## config.mk

```make
export PLATFORM = sky130hd
export DESIGN_NAME = rgb_to_hsv_converter_flat
export DESIGN_NICKNAME = d
export VERILOG_FILES = /design/src/hdl/r2h_pkg.sv /design/src/hdl/r2h_if.sv /design/src/hdl/r2h_prep.sv /design/src/hdl/r2h_div_stage.sv /design/src/hdl/rgb_to_hsv_converter.sv /design/src/flat_wrapper.sv
export SDC_FILE = /design/constraint.sdc
export NUM_CORES = 1
export LEC_CHECK = 0
export BUFFER_PORTS_ARGS = -buffer_cell sky130_fd_sc_hd__buf_2
export CAP_MARGIN = 0
export CORE_UTILIZATION = 60
export DETAILED_ROUTE_END_ITERATION = 10
export PLACE_DENSITY = 0.73
export SLEW_MARGIN = 40
export SYNTH_ARGS = -nofsm -noshare
export SYNTH_HDL_FRONTEND = slang
export SYNTH_SLANG_ARGS = --single-unit
```

## constraint.sdc

```tcl
create_clock -name clk_i -period 5.75 [get_ports clk_i]
set_clock_uncertainty 0.05 [all_clocks]
set_input_delay 0.2875 -clock clk_i [delete_from_list [all_inputs] [get_ports clk_i]]
set_output_delay 0.2875 -clock clk_i [all_outputs]
set_load 0.02 [all_outputs]
```

## src/hdl/r2h_pkg.sv

```systemverilog
// ----------------------------------------------------------------------------
// r2h_pkg
// Shared types and constants of the RGBA to HSV converter pipeline.
// ----------------------------------------------------------------------------
package r2h_pkg;

  // divider pipeline shape: hue gets HUE_STEPS quotient bits per stage,
  // saturation one bit per stage
  localparam int unsigned DIV_STAGES = 8;
  localparam int unsigned HUE_STEPS  = 2;
  localparam int unsigned HUE_W      = 16;
  localparam int unsigned SAT_W      = 8;
  localparam int unsigned CFG_IDX_W  = 1;

  // configuration register indexes
  typedef enum logic [CFG_IDX_W-1:0] {
    CFG_HUE_DELTA_FLOOR = 1'b0,
    CFG_SAT_VALUE_FLOOR = 1'b1
  } r2h_cfg_idx_e;

  // payload carried from stage to stage
  typedef struct packed {
    logic [10:0]      hue_rem;   // partial remainder, always below hue_div
    logic [10:0]      hue_div;   // six times delta
    logic [HUE_W-1:0] hue_quo;   // quotient bits gathered so far
    logic [7:0]       sat_rem;   // partial remainder, always below sat_div
    logic [7:0]       sat_div;   // max of the channels
    logic [7:0]       sat_low;   // dividend bits still to shift in
    logic [SAT_W-1:0] sat_quo;
    logic             hue_zero;
    logic             sat_zero;
    logic [7:0]       value;
    logic [7:0]       alpha;
  } r2h_work_t;

endpackage

```

## src/hdl/r2h_if.sv

```systemverilog
// ----------------------------------------------------------------------------
// r2h_if
// Stream interfaces of the converter: RGBA pixel beats in, HSV beats out.
// ----------------------------------------------------------------------------
interface r2h_pix_if;
  logic       valid;
  logic       ready;
  logic [7:0] red_in;
  logic [7:0] green_in;
  logic [7:0] blue_in;
  logic [7:0] alpha_in;

  modport source (output valid, output red_in, output green_in, output blue_in,
                  output alpha_in, input ready);
  modport sink   (input valid, input red_in, input green_in, input blue_in,
                  input alpha_in, output ready);
endinterface

interface r2h_hsv_if;
  logic        valid;
  logic        ready;
  logic [15:0] hue_out;
  logic [7:0]  sat_out;
  logic [7:0]  value_out;
  logic [7:0]  alpha_out;

  modport source (output valid, output hue_out, output sat_out, output value_out,
                  output alpha_out, input ready);
  modport sink   (input valid, input hue_out, input sat_out, input value_out,
                  input alpha_out, output ready);
endinterface

```

## src/hdl/r2h_prep.sv

```systemverilog
// ----------------------------------------------------------------------------
// r2h_prep
// First stage: max, min, delta, hue numerator and both divider setups.
// ----------------------------------------------------------------------------
module r2h_prep import r2h_pkg::*; (
  input  logic        clk_i,
  input  logic        rst_ni,
  input  logic        valid_i,
  output logic        ready_o,
  input  logic [7:0]  red_i,
  input  logic [7:0]  green_i,
  input  logic [7:0]  blue_i,
  input  logic [7:0]  alpha_i,
  input  logic [7:0]  hue_floor_i,
  input  logic [7:0]  sat_floor_i,
  output logic        valid_o,
  input  logic        ready_i,
  output r2h_work_t   work_o
);

  logic              valid_q;
  r2h_work_t         work_q, work_d;
  logic [7:0]        hi, lo, delta;
  logic              red_max, green_max;
  logic signed [11:0] r_s, g_s, b_s, d_s, n_s, n_w;
  logic [10:0]       d6;
  logic [15:0]       sat_dvd;

  // max, min with red winning ties over green, green over blue
  always_comb begin
    red_max   = (red_i >= green_i) && (red_i >= blue_i);
    green_max = !red_max && (green_i >= blue_i);
    if (red_max) begin
      hi = red_i;
    end else if (green_max) begin
      hi = green_i;
    end else begin
      hi = blue_i;
    end
    lo = red_i;
    if (green_i < lo) lo = green_i;
    if (blue_i < lo) lo = blue_i;
    delta = hi - lo;
  end

  // hue numerator, wrapped into [0, 6*delta)
  always_comb begin
    r_s = signed'({4'b0, red_i});
    g_s = signed'({4'b0, green_i});
    b_s = signed'({4'b0, blue_i});
    d_s = signed'({4'b0, delta});
    d6  = {1'b0, delta, 2'b0} + {2'b0, delta, 1'b0};
    if (red_max) begin
      n_s = g_s - b_s;
    end else if (green_max) begin
      n_s = (d_s <<< 1) + (b_s - r_s);
    end else begin
      n_s = (d_s <<< 2) + (r_s - g_s);
    end
    n_w = n_s[11] ? n_s + signed'({1'b0, d6}) : n_s;
  end

  // divider setup for both quotients
  always_comb begin
    sat_dvd          = {delta, 8'b0} - {8'b0, delta};
    work_d.hue_rem   = n_w[10:0];
    work_d.hue_div   = d6;
    work_d.hue_quo   = '0;
    work_d.sat_rem   = sat_dvd[15:8];
    work_d.sat_div   = hi;
    work_d.sat_low   = sat_dvd[7:0];
    work_d.sat_quo   = '0;
    work_d.hue_zero  = (delta == 8'd0) || (delta < hue_floor_i);
    work_d.sat_zero  = (hi == 8'd0) || (hi < sat_floor_i);
    work_d.value     = hi;
    work_d.alpha     = alpha_i;
  end

  // stage handshake
  assign ready_o = !valid_q || ready_i;

  always_ff @(posedge clk_i or negedge rst_ni) begin
    if (!rst_ni) begin
      valid_q <= 1'b0;
    end else if (ready_o) begin
      valid_q <= valid_i;
    end
  end

  always_ff @(posedge clk_i) begin
    if (ready_o && valid_i) begin
      work_q <= work_d;
    end
  end

  assign valid_o = valid_q;
  assign work_o  = work_q;

endmodule

```

## src/hdl/r2h_div_stage.sv

```systemverilog
// ----------------------------------------------------------------------------
// r2h_div_stage
// One divider stage: restoring steps for hue and one for saturation.
// ----------------------------------------------------------------------------
module r2h_div_stage import r2h_pkg::*; (
  input  logic      clk_i,
  input  logic      rst_ni,
  input  logic      valid_i,
  output logic      ready_o,
  input  r2h_work_t work_i,
  output logic      valid_o,
  input  logic      ready_i,
  output r2h_work_t work_o
);

  logic      valid_q;
  r2h_work_t work_q, work_d;

  // restoring division steps
  always_comb begin
    logic [11:0] trial;
    logic [8:0]  strial;
    work_d = work_i;
    for (int s = 0; s < HUE_STEPS; s++) begin
      trial = {work_d.hue_rem, 1'b0};
      if (trial >= {1'b0, work_d.hue_div}) begin
        work_d.hue_rem = 11'(trial - {1'b0, work_d.hue_div});
        work_d.hue_quo = {work_d.hue_quo[14:0], 1'b1};
      end else begin
        work_d.hue_rem = trial[10:0];
        work_d.hue_quo = {work_d.hue_quo[14:0], 1'b0};
      end
    end
    strial = {work_d.sat_rem, work_d.sat_low[7]};
    if (strial >= {1'b0, work_d.sat_div}) begin
      work_d.sat_rem = 8'(strial - {1'b0, work_d.sat_div});
      work_d.sat_quo = {work_d.sat_quo[6:0], 1'b1};
    end else begin
      work_d.sat_rem = strial[7:0];
      work_d.sat_quo = {work_d.sat_quo[6:0], 1'b0};
    end
    work_d.sat_low = {work_d.sat_low[6:0], 1'b0};
  end

  // stage handshake
  assign ready_o = !valid_q || ready_i;

  always_ff @(posedge clk_i or negedge rst_ni) begin
    if (!rst_ni) begin
      valid_q <= 1'b0;
    end else if (ready_o) begin
      valid_q <= valid_i;
    end
  end

  always_ff @(posedge clk_i) begin
    if (ready_o && valid_i) begin
      work_q <= work_d;
    end
  end

  assign valid_o = valid_q;
  assign work_o  = work_q;

endmodule

```

## src/hdl/rgb_to_hsv_converter.sv

```systemverilog
// ----------------------------------------------------------------------------
// rgb_to_hsv_converter
// Streaming RGBA to HSV, one pixel per clock unless stalled, alpha passed through.
// ----------------------------------------------------------------------------
//  channel  | dir | beat contents
//  pix_i    | in  | red_in, green_in, blue_in, alpha_in (8 bits each)
//  hsv_o    | out | hue_out (16), sat_out, value_out, alpha_out (8 each)
//  cfg_*    | in  | cfg_we_i, cfg_idx_i, cfg_wdata_i (write only)
//
// One pixel per clock while hsv_o is ready; the prep register feeds the
// DIV_STAGES restoring divider stages (two hue bits and one saturation bit per
// stage). Reset clears all valid bits and loads both floors with 3. Each stage
// holds its beat while the next is full, so bubbles close up under a stall.
// ----------------------------------------------------------------------------
module rgb_to_hsv_converter import r2h_pkg::*; (
  input  logic                 clk_i,
  input  logic                 rst_ni,
  input  logic                 cfg_we_i,
  input  logic [CFG_IDX_W-1:0] cfg_idx_i,
  input  logic [7:0]           cfg_wdata_i,
  r2h_pix_if.sink              pix_i,
  r2h_hsv_if.source            hsv_o
);

  logic [7:0] hue_floor_q, sat_floor_q;

  // configuration registers
  always_ff @(posedge clk_i or negedge rst_ni) begin
    if (!rst_ni) begin
      hue_floor_q <= 8'd3;
      sat_floor_q <= 8'd3;
    end else if (cfg_we_i) begin
      unique case (r2h_cfg_idx_e'(cfg_idx_i))
        CFG_HUE_DELTA_FLOOR: hue_floor_q <= cfg_wdata_i;
        CFG_SAT_VALUE_FLOOR: sat_floor_q <= cfg_wdata_i;
        default: ;
      endcase
    end
  end

  logic      valid_s [DIV_STAGES+1];
  logic      ready_s [DIV_STAGES+1];
  r2h_work_t work_s  [DIV_STAGES+1];

  // front stage
  r2h_prep u_prep (
    .clk_i       (clk_i),
    .rst_ni      (rst_ni),
    .valid_i     (pix_i.valid),
    .ready_o     (pix_i.ready),
    .red_i       (pix_i.red_in),
    .green_i     (pix_i.green_in),
    .blue_i      (pix_i.blue_in),
    .alpha_i     (pix_i.alpha_in),
    .hue_floor_i (hue_floor_q),
    .sat_floor_i (sat_floor_q),
    .valid_o     (valid_s[0]),
    .ready_i     (ready_s[0]),
    .work_o      (work_s[0])
  );

  // divider pipeline
  for (genvar k = 0; k < DIV_STAGES; k++) begin : g_div
    r2h_div_stage u_stage (
      .clk_i   (clk_i),
      .rst_ni  (rst_ni),
      .valid_i (valid_s[k]),
      .ready_o (ready_s[k]),
      .work_i  (work_s[k]),
      .valid_o (valid_s[k+1]),
      .ready_i (ready_s[k+1]),
      .work_o  (work_s[k+1])
    );
  end

  // output beat from the last stage register
  assign ready_s[DIV_STAGES] = hsv_o.ready;
  assign hsv_o.valid     = valid_s[DIV_STAGES];
  assign hsv_o.hue_out   = work_s[DIV_STAGES].hue_zero ? '0 : work_s[DIV_STAGES].hue_quo;
  assign hsv_o.sat_out   = work_s[DIV_STAGES].sat_zero ? '0 : work_s[DIV_STAGES].sat_quo;
  assign hsv_o.value_out = work_s[DIV_STAGES].value;
  assign hsv_o.alpha_out = work_s[DIV_STAGES].alpha;

endmodule

```

## src/flat_wrapper.sv

```systemverilog
// flat-port wrapper written by rule: the top's interface ports become plain ports
module rgb_to_hsv_converter_flat import r2h_pkg::*;
  (clk_i, rst_ni, cfg_we_i, cfg_idx_i, cfg_wdata_i, pix_i_valid, pix_i_red_in, pix_i_green_in, pix_i_blue_in, pix_i_alpha_in, pix_i_ready, hsv_o_valid, hsv_o_hue_out, hsv_o_sat_out, hsv_o_value_out, hsv_o_alpha_out, hsv_o_ready);
  r2h_pix_if pix_i_i ();
  r2h_hsv_if hsv_o_i ();
  input  logic clk_i;
  input  logic rst_ni;
  input  logic cfg_we_i;
  input  logic [CFG_IDX_W-1:0] cfg_idx_i;
  input  logic [7:0] cfg_wdata_i;
  input wire logic [$bits(pix_i_i.valid)-1:0] pix_i_valid;
  input wire logic [$bits(pix_i_i.red_in)-1:0] pix_i_red_in;
  input wire logic [$bits(pix_i_i.green_in)-1:0] pix_i_green_in;
  input wire logic [$bits(pix_i_i.blue_in)-1:0] pix_i_blue_in;
  input wire logic [$bits(pix_i_i.alpha_in)-1:0] pix_i_alpha_in;
  output wire logic [$bits(pix_i_i.ready)-1:0] pix_i_ready;
  output wire logic [$bits(hsv_o_i.valid)-1:0] hsv_o_valid;
  output wire logic [$bits(hsv_o_i.hue_out)-1:0] hsv_o_hue_out;
  output wire logic [$bits(hsv_o_i.sat_out)-1:0] hsv_o_sat_out;
  output wire logic [$bits(hsv_o_i.value_out)-1:0] hsv_o_value_out;
  output wire logic [$bits(hsv_o_i.alpha_out)-1:0] hsv_o_alpha_out;
  input wire logic [$bits(hsv_o_i.ready)-1:0] hsv_o_ready;
  assign pix_i_i.valid = pix_i_valid;
  assign pix_i_i.red_in = pix_i_red_in;
  assign pix_i_i.green_in = pix_i_green_in;
  assign pix_i_i.blue_in = pix_i_blue_in;
  assign pix_i_i.alpha_in = pix_i_alpha_in;
  assign pix_i_ready = pix_i_i.ready;
  assign hsv_o_valid = hsv_o_i.valid;
  assign hsv_o_hue_out = hsv_o_i.hue_out;
  assign hsv_o_sat_out = hsv_o_i.sat_out;
  assign hsv_o_value_out = hsv_o_i.value_out;
  assign hsv_o_alpha_out = hsv_o_i.alpha_out;
  assign hsv_o_i.ready = hsv_o_ready;
  rgb_to_hsv_converter u_core (.clk_i(clk_i), .rst_ni(rst_ni), .cfg_we_i(cfg_we_i), .cfg_idx_i(cfg_idx_i), .cfg_wdata_i(cfg_wdata_i), .pix_i(pix_i_i), .hsv_o(hsv_o_i));
endmodule
```

== Word level (Yosys, flattened, before mapping) ==
Cells that the tools add are included.

* $add $sub $neg: 31
* Magnitude comparators: 31
* Multiplexer cells: 55
* Bitwise operators: 1
* Reduce and logical (&&, ||, !) cells: 36

{| class="wikitable"
|+ Operator list
! kind !! count
|-
| >= comparator 12 x 11 -> 1 bit || 16
|-
| 2-to-1 mux 11 bit || 16
|-
| subtractor 11 bit || 15
|-
| 2-to-1 mux 8 bit || 12
|-
| >= comparator 9 x 8 -> 1 bit || 8
|-
| subtractor 8 bit || 8
|-
| < comparator 8 bit || 4
|-
| subtractor 8 x 8 -> 9 bit || 3
|-
| >= comparator 8 bit || 3
|-
| 2-to-1 mux 1 bit || 24
|-
| 2-to-1 mux 12 bit || 2
|-
| adder 10 x 9 -> 11 bit || 2
|-
| zero test 8 bit || 2
|-
| 2-to-1 mux 16 bit || 1
|-
| subtractor 16 x 8 -> 16 bit || 1
|-
| adder 11 x 9 -> 12 bit || 1
|-
| adder 11 bit || 1
|-
| logical AND 1 bit || 11
|-
| logical OR 1 bit || 11
|-
| zero test 1 bit || 10
|-
| AND reduction 2 bit || 2
|-
| NOT 1 bit || 1
|}

* Register bits after elaboration: 571
* Input port bits: 46
* Output and inout port bits: 42
* Word-level logic and storage cells: 256

== Longest topological paths before layout ==
Gate-level depths: netlist of the first run.

* Depth after elaboration: 12
* Mapped depth: 39
* Mapped depth without buffers: 38

== By module ==
From an unflattened synthesis of the first run, not the netlist that was laid out.

* Cell total of the unflattened synthesis: 3,407
* Area, all modules: 42,532.0 µm²

{| class="wikitable"
|+ By module, submodules not included
! module !! times used !! cells each !! area an instance (µm²) !! seq. area each (µm²)
|-
| r2h_div_stage || 8 || 330 || 4,421.7 || 2,637.5
|-
| r2h_prep || 1 || 707 || 6,327.3 || 1,616.6
|-
| rgb_to_hsv_converter || 1 || 60 || 830.8 || 405.4
|}

== Least setup slack after synthesis of the first run ==
No wires, ideal clock.

* Path type: input-to-reg
* Start: in pix_i_green_in[3]
* End: reg u_core.u_prep.work_q, in the netlist u_core.u_prep.work_o[87], data pin
* Arrival: 7.477 ns
* Slack: -2.042 ns
* Cell stages on the path: 37
* Path through: inv_1 > ha_1 > a21o_1 > a21oi_1 > a21oi_1 > a21oi_2 > clkbuf_1 > nor2_1 > a21oi_1 > ha_1 > a21o_1 > a21o_1 > a211o_1 > o31a_2 > and2_1 > clkbuf_1 > o21ai_0 > ha_1 > a21oi_1 > o21ai_1 > a31oi_1 > xnor2_2 > clkinv_1 > ha_1 > or3_1 > o211a_1 > maj3_1 > xnor2_1 > nand2_1 > o211ai_1 > nor2b_1 > ha_1 > a21oi_1 > nand2_1 > o21ai_0 > or3b_1 > mux2i_1

* Longest elaborated chain between the ends: 12
* Elaborated cells between the ends (all ways): 21
* Those cells by class: 7 x add/sub; 4 x order compare; 7 x mux; 3 x reduce/logical

{| class="wikitable"
|+ RTL lines
! item !! RTL line !! text
|-
| start, declared || flat_wrapper.sv:13 || <nowiki>input wire logic [$bits(pix_i_i.green_in)-1:0] pix_i_green_in;</nowiki>
|-
| parallel branches: the longest is 11 deep, another holds adder 11 x 9 -> 12 bit || n/a ||
|-
| 2-to-1 mux 11 bit * || r2h_prep.sv:60 || <nowiki>n_w = n_s[11] ? n_s + signed'({1'b0, d6}) : n_s;</nowiki>
|-
| via u_core.u_prep.n_w[10] || r2h_prep.sv:25 || <nowiki>logic signed [11:0] r_s, g_s, b_s, d_s, n_s, n_w;</nowiki>
|-
| end signal, assigned || r2h_prep.sv:92 || <nowiki>work_q <= work_d;</nowiki>
|-
| end, declared || r2h_prep.sv:22 || <nowiki>r2h_work_t work_q, work_d;</nowiki>
|}

Mark *: on every way through the listed nets, which the timed path passes.
A chain may end at the register's enable or synchronous reset.

== Worst setup path in the final report of the first run ==
* Start: in pix_i_green_in[4]
* End: reg u_core.u_prep.work_q, in the netlist u_core.u_prep.work_o[87], data pin

Same word-level chain as after synthesis.

==> run metrics, run 1 <==
sequential area share after synthesis 50.5%; hold path start cfg_idx_i; relative slew slack between 30% and 40%; Die ar. approximately 54000 sq um; Layout area overhead 19.0%; Final HPWL DP 52300 um; total gr overflow 0; Skew-Pair Late Insertion Delay around 0.63 ns; Max-Cap Viols 0; cell with the most instances after synthesis edfxtp_1; final setup fails 10; Core Box Area approximately 53000 sq um; Ports around 90; Finished Core Util just over 70%; vias in the first global route 22636; DRT antenna net count 0; Max FO, Critical Path 5; RSZ-0062 raised after global routing true; ant diodes 0; row cnt 84; critical path data arrival time 6.84 ns; DR vias 21962; Post-synth ARST share under 10%; nets between 3000 and 4000; slowest CP cell fa_2; IO buf count between 80 and 90; Final period util 113%; Yosys warnings 0; FMAX approximately 150 MHz; Yosys cell types 90; Worst Setup Start Kind primary input; share of cells above drive strength 1 roughly 23%; crit path from pix_i_green_in[4]; delay-heaviest family, CP compound AO/OA/AOI/OAI gates; failing checks hold timing, setup timing; Worst Slack Setup Final -0.775 ns; Worst Tran Pin Value ~0.96 ns; Primary FF master, synth edfxtp_1; antenna violations before repair 0; Synth Instances approximately 2800; First DRT Iteration DRCs about 1200; CTS max path bufs 3; Avg Cell Area, Syn about 12 sq um; routed vias/inst 5.64; Area contributors post-synth edfxtp_1 (49%), ha_1 (12%), mux2_2 (4.3%); largest area contributor in the netlist edfxtp_1; DR pass1 iterations 5; top cells by count, synth edfxtp_1 (516), inv_1 (336), ha_1 (307); Total GRT Usage approximately a quarter; Mapped Nets about 3100; routability cong. 0.936; Crit path largest cell delay 0.48 ns; Crit path required time 6.06 ns; CP dominant cell by count ha_4; final hold slack -0.0178 ns; #FFs+latches synth around 540; Total Routed Length 68800 um; share of Yosys cell area claimed by the top area cell type approximately half; Die X about 230 um; EDFF count, synth a little over 500; first-pass GRT wire length 111000 um; Hold Crit Class primary input to flop; CP Class primary input to flop; CTS tree built; Root Buffer clkbuf_16; # fillers approximately 3600; Initial Utilization 60.7%; Reg2Reg Launch Point u_core.g_div[1].u_stage.work_o[68]; fin. max-slew vios 0; drt wl/cell around 18 um; Worst setup EP type flop; status complete, but fails checks; clk sinks about 540; fin crit period 6.53 ns; Die Height roughly 230 um; dpl ws -1.68 ns; total CTS buffers 55; worst path bufs/invs 5; final hold violations 1; clk slew on worst S/H paths about 0.060 ns; H-tree depth 2; cell area after synthesis about 32000 sq um; largest net degree at the start of global routing 68; DRC 0
[kinds of logic (layout without fill, tap and decap cells)]
family	count (synthesis)	count (layout)	share of synthesized area, %
AO/OA/AOI/OAI	606	607	12.0
flip-flops	541	541	50.5
adder cells (fa/ha/maj)	334	334	13.6
buffers and inverters	386	825	4.82
AND/OR/NAND/NOR	586	586	9.17
XOR/XNOR	163	163	4.58
multiplexers	150	150	5.20
[path summary, 6_finish.rpt]
kind / to / slack [ns] / cells past startpoint
min in group asynchronous: u_core.sat_floor_q[4] / 0.14 / 2
max reg2reg: u_core.g_div[2].u_stage.work_o[83] / 0.34 / 22
min reg2reg: u_core.g_div[2].u_stage.work_o[17] / 0.34 / 0
max: u_core.u_prep.work_o[87] / -0.78 / 36
max in group asynchronous: u_core.g_div[5].u_stage.valid_o / 5.13 / 2
min: u_core.hue_floor_q[1] / -0.02 / 4
[final cells by class]
cell class / instances / area, sq um / area share (%)
Clock buffer: 68 / 1440 / 3.78
Clock inverter: 34 / 417 / 1.10
Inverter: 340 / 1300 / 3.43
Sequential cell: 541 / 16100 / 42.5
Multi-Input combinational cell: 1840 / 15000 / 39.5
Tap cell: 688 / 861 / 2.27
Timing Repair Buffer: 383 / 2830 / 7.44
[placed cells by master, fill, tap and decap left out, drive strengths merged, types with 64 or more instances in the layout]
master	instances
a21o	68
o21ai	184
xor2	64
ha	307
nand2	159
nor2	145
a21oi	156
buf	363
mux2	123
inv	342
edfxtp	516
clkbuf	69
nor2b	75
xnor2	99
[per-stage QoR]
stage               area (sq um)  instances  setup TNS, ns
global placement           35200       3745         -14.72
global route               38000       3894          -8.20
floorplan                  32300       2766         -10.70
CTS                        37800       3886          -4.37
detailed placement         35300       3746         -18.69
finish                     38000       3894          -5.70
[state kept, by name, indices dropped and copies added (netlist names)]
name,cells
u_core.sat_floor_q,8
u_core.u_prep.valid_o,1
u_core.hue_floor_q,8
u_core.u_prep.work_o,53
u_core.g_div.u_stage.valid_o,8
u_core.g_div.u_stage.work_o,463
[per-layer routing]
metal | track usage [%] | wire length [um] | vias to the layer above
met5 | 0 | 0 | -
met4 | 11.2 | 2890 | 0
met3 | 3.05 | 2110 | 172
met2 | 48.4 | 36000 | 463
met1 | 29.1 | 27800 | 10534
li1 | - | - | 10793
[worst register-to-register path: stages, from the launching register on]
cell	delay, ns
edfxtp_1	0.43
inv_1	0.09
ha_1	0.32
nor2b_1	0.13
o21ai_0	0.24
a21boi_0	0.19
o21ai_0	0.18
nand2b_1	0.12
a31oi_2	0.28
o211ai_1	0.18
nor2_2	0.25
nor2_1	0.10
ha_1	0.30
nor2b_1	0.14
o21ai_0	0.27
a21oi_1	0.16
o21ai_0	0.22
a21oi_1	0.12
o21ai_0	0.25
a21oi_1	0.15
o21ai_1	0.30
nand3_2	0.29
mux2_2	0.37
[timing repair]
action	4_1_cts	5_1_grt
buffers inserted	20	7
gates resized for setup	74	34
hold endpoints to repair	52	0
pin swaps	62	18
setup endpoints to repair	10	63
gates cloned	0	1
hold buffers	19	0
Power of run 1 is not shown: default switching activity piles up to over one toggle a cycle in this logic, so the estimate is an artifact.
==> inputs of run 2 (changes only) <==
- SYNTH_HIERARCHICAL: unset -> 1
==> run metrics, run 2 <==
slowest CP cell mux2_4 (was fa_2); Total Routed Length 81300 um (was 68800 um); Final HPWL DP 61100 um (was 52300 um); fin. max-slew vios 0 (unchanged); Final period util 109% (was 113%); First DRT Iteration DRCs 1483 (was 1213); DR pass1 iterations 5 (unchanged); final setup fails 10 (unchanged); Avg Cell Area, Syn 11.8 sq um (was 11.5 sq um); Initial Utilization 61.1% (was 60.7%); Synth Instances 3143 (was 2766); IO buf count 87 (unchanged); total placed cells including tap cells 4225 (was 3746); area of the multi-input gates 17700 sq um (was 15000 sq um); H-tree depth 2 (unchanged); number of flip-flops in the largest register 546 (was 463); Die ar. 62900 sq um (was 54100 sq um); final hold violations 0 (was 1); failing checks setup timing (was hold timing, setup timing); critical path data arrival time 6.60 ns (was 6.84 ns); total gr overflow 0 (unchanged); Ports 88 (unchanged); commonest non-fill, non-tap cell in the layout edfxtp_1 (unchanged); nets 3948 (was 3538); ant diodes 0 (unchanged); DR vias 25364 (was 21962); Mapped Nets 3534 (was 3143); routability cong. 0.929 (was 0.936); CP Class primary input to flop (unchanged); Layout Cells excl Fill 4390 (was 3894); Crit path required time 6.07 ns (was 6.06 ns); DRC 0 (unchanged); CTS max path bufs 3 (unchanged); # fillers 4124 (was 3605); Layout area overhead 16.9% (was 19.0%); CTS tree built (unchanged); Die X 251 um (was 233 um); share of cells above drive strength 1 23.4% (was 22.6%); fin crit period 6.29 ns (was 6.53 ns); Skew-Pair Late Insertion Delay 0.66 ns (was 0.63 ns); Worst Slack Setup Final -0.536 ns (was -0.775 ns); first-pass GRT wire length 131000 um (was 111000 um); reg-to-reg setup timing slack 0.86 ns (was 0.34 ns); cell area after synthesis 37200 sq um (was 31900 sq um); Crit path largest cell delay 0.32 ns (was 0.48 ns); clk slew on worst S/H paths 0.08 ns (was 0.06 ns); relative slew slack 42.8% (was 36.0%); row cnt 90 (was 84); DRT antenna net count 0 (unchanged); vias in the first global route 26209 (was 22636); largest net degree at the start of global routing 74 (was 68); most frequent cells in the layout edfxtp_1 (599), inv_1 (313), ha_1 (308), buf_4 (264), nor2_1 (252) (was edfxtp_1 (516), inv_1 (329), ha_1 (290), buf_4 (264), nand2_1 (157)); Max-Cap Viols 0 (unchanged); Total GRT Usage 25.8% (about the same); Worst Setup Start Kind primary input (unchanged); status complete, but fails checks (unchanged); RSZ-0062 raised after global routing true (unchanged); Core Box Area 60800 sq um (was 52600 sq um); clk sinks 624 (was 541); routed vias/inst 5.78 (was 5.64); Max FO, Critical Path 8 (was 5); Worst setup EP type flop (unchanged); Reg area 18600 sq um (was 16100 sq um); total CTS buffers 61 (was 55); Yosys warnings 6 (was 0); antenna violations before repair 0 (unchanged); FMAX 159 MHz (was 153 MHz); Root Buffer clkbuf_16 (unchanged); Hold Crit Class primary input to flop (unchanged); Die Height 251 um (was 233 um); Worst Tran Pin Value 0.858 ns (was 0.958 ns); drt wl/cell 18.5 um (was 17.7 um)
## run 2: repair_timing
action,CTS,global route
hold buffers,19,0
endpoints found under the setup margin,10,10
pin swaps,57,36
cloned,0,1
resized for setup,74,27
setup buffers,21,9
hold endpoints to repair,51,0
## run 2: cell type report
type | instances | share of cell area [%]
Inverter | 324 | 2.84
Clock buffer | 69 | 3.58
Timing Repair Buffer | 384 | 6.59
Multi-Input combinational cell | 2162 | 40.7
Clock inverter | 45 | 1.20
Tap cell | 782 | 2.25
Sequential cell | 624 | 42.9
## run 2: through the flow
step	worst slack [ns]	hold slack [ns]	util, %	TNS [ns]	area (sq um)
floorplan	-1.01	-0.0581	-	-5.64	37400
global placement	-1.29	0.234	66.5	-13.06	40500
detailed placement	-1.49	0.257	66.5	-16.16	40500
CTS	-0.431	0.0249	71.0	-2.76	43200
global route	-0.795	0.0635	71.4	-5.80	43400
finish	-0.536	0.0677	71.4	-3.69	43400
## run 2: critical path, delay by kind of cell
family | cells | cell delay (ns)
xor+xnor | 2 | 0.27
mux | 1 | 0.32
simple gates | 6 | 0.81
buf+inv | 8 | 0.91
compound gates | 18 | 2.69
fa+ha+maj | 5 | 1.29
## run 2: final timing paths
check                                                    from                                  to  cells past startpoint
max reg2reg                u_core/g_div[0].u_stage/work_o[66]  u_core/g_div[1].u_stage/work_o[86]                     14
max                                         pix_i_green_in[5]            u_core/u_prep/work_o[87]                     40
max in group asynchronous                              rst_ni               u_core/sat_floor_q[0]                      2
min in group asynchronous                              rst_ni               u_core/hue_floor_q[5]                      2
min reg2reg                u_core/g_div[3].u_stage/work_o[30]  u_core/g_div[4].u_stage/work_o[31]                      0
min                                                 cfg_idx_i               u_core/sat_floor_q[1]                      3
## run 2: metal layers
layer  wire length (um)  up-vias  GRT usage (%)
li1                   -    12355              -
met1              33200    12346           30.1
met2              42800      495           48.8
met3               2560      168           2.73
met4               2780        0           9.32
met5                  0        -              0
Power of run 2 is left out for the same reason.
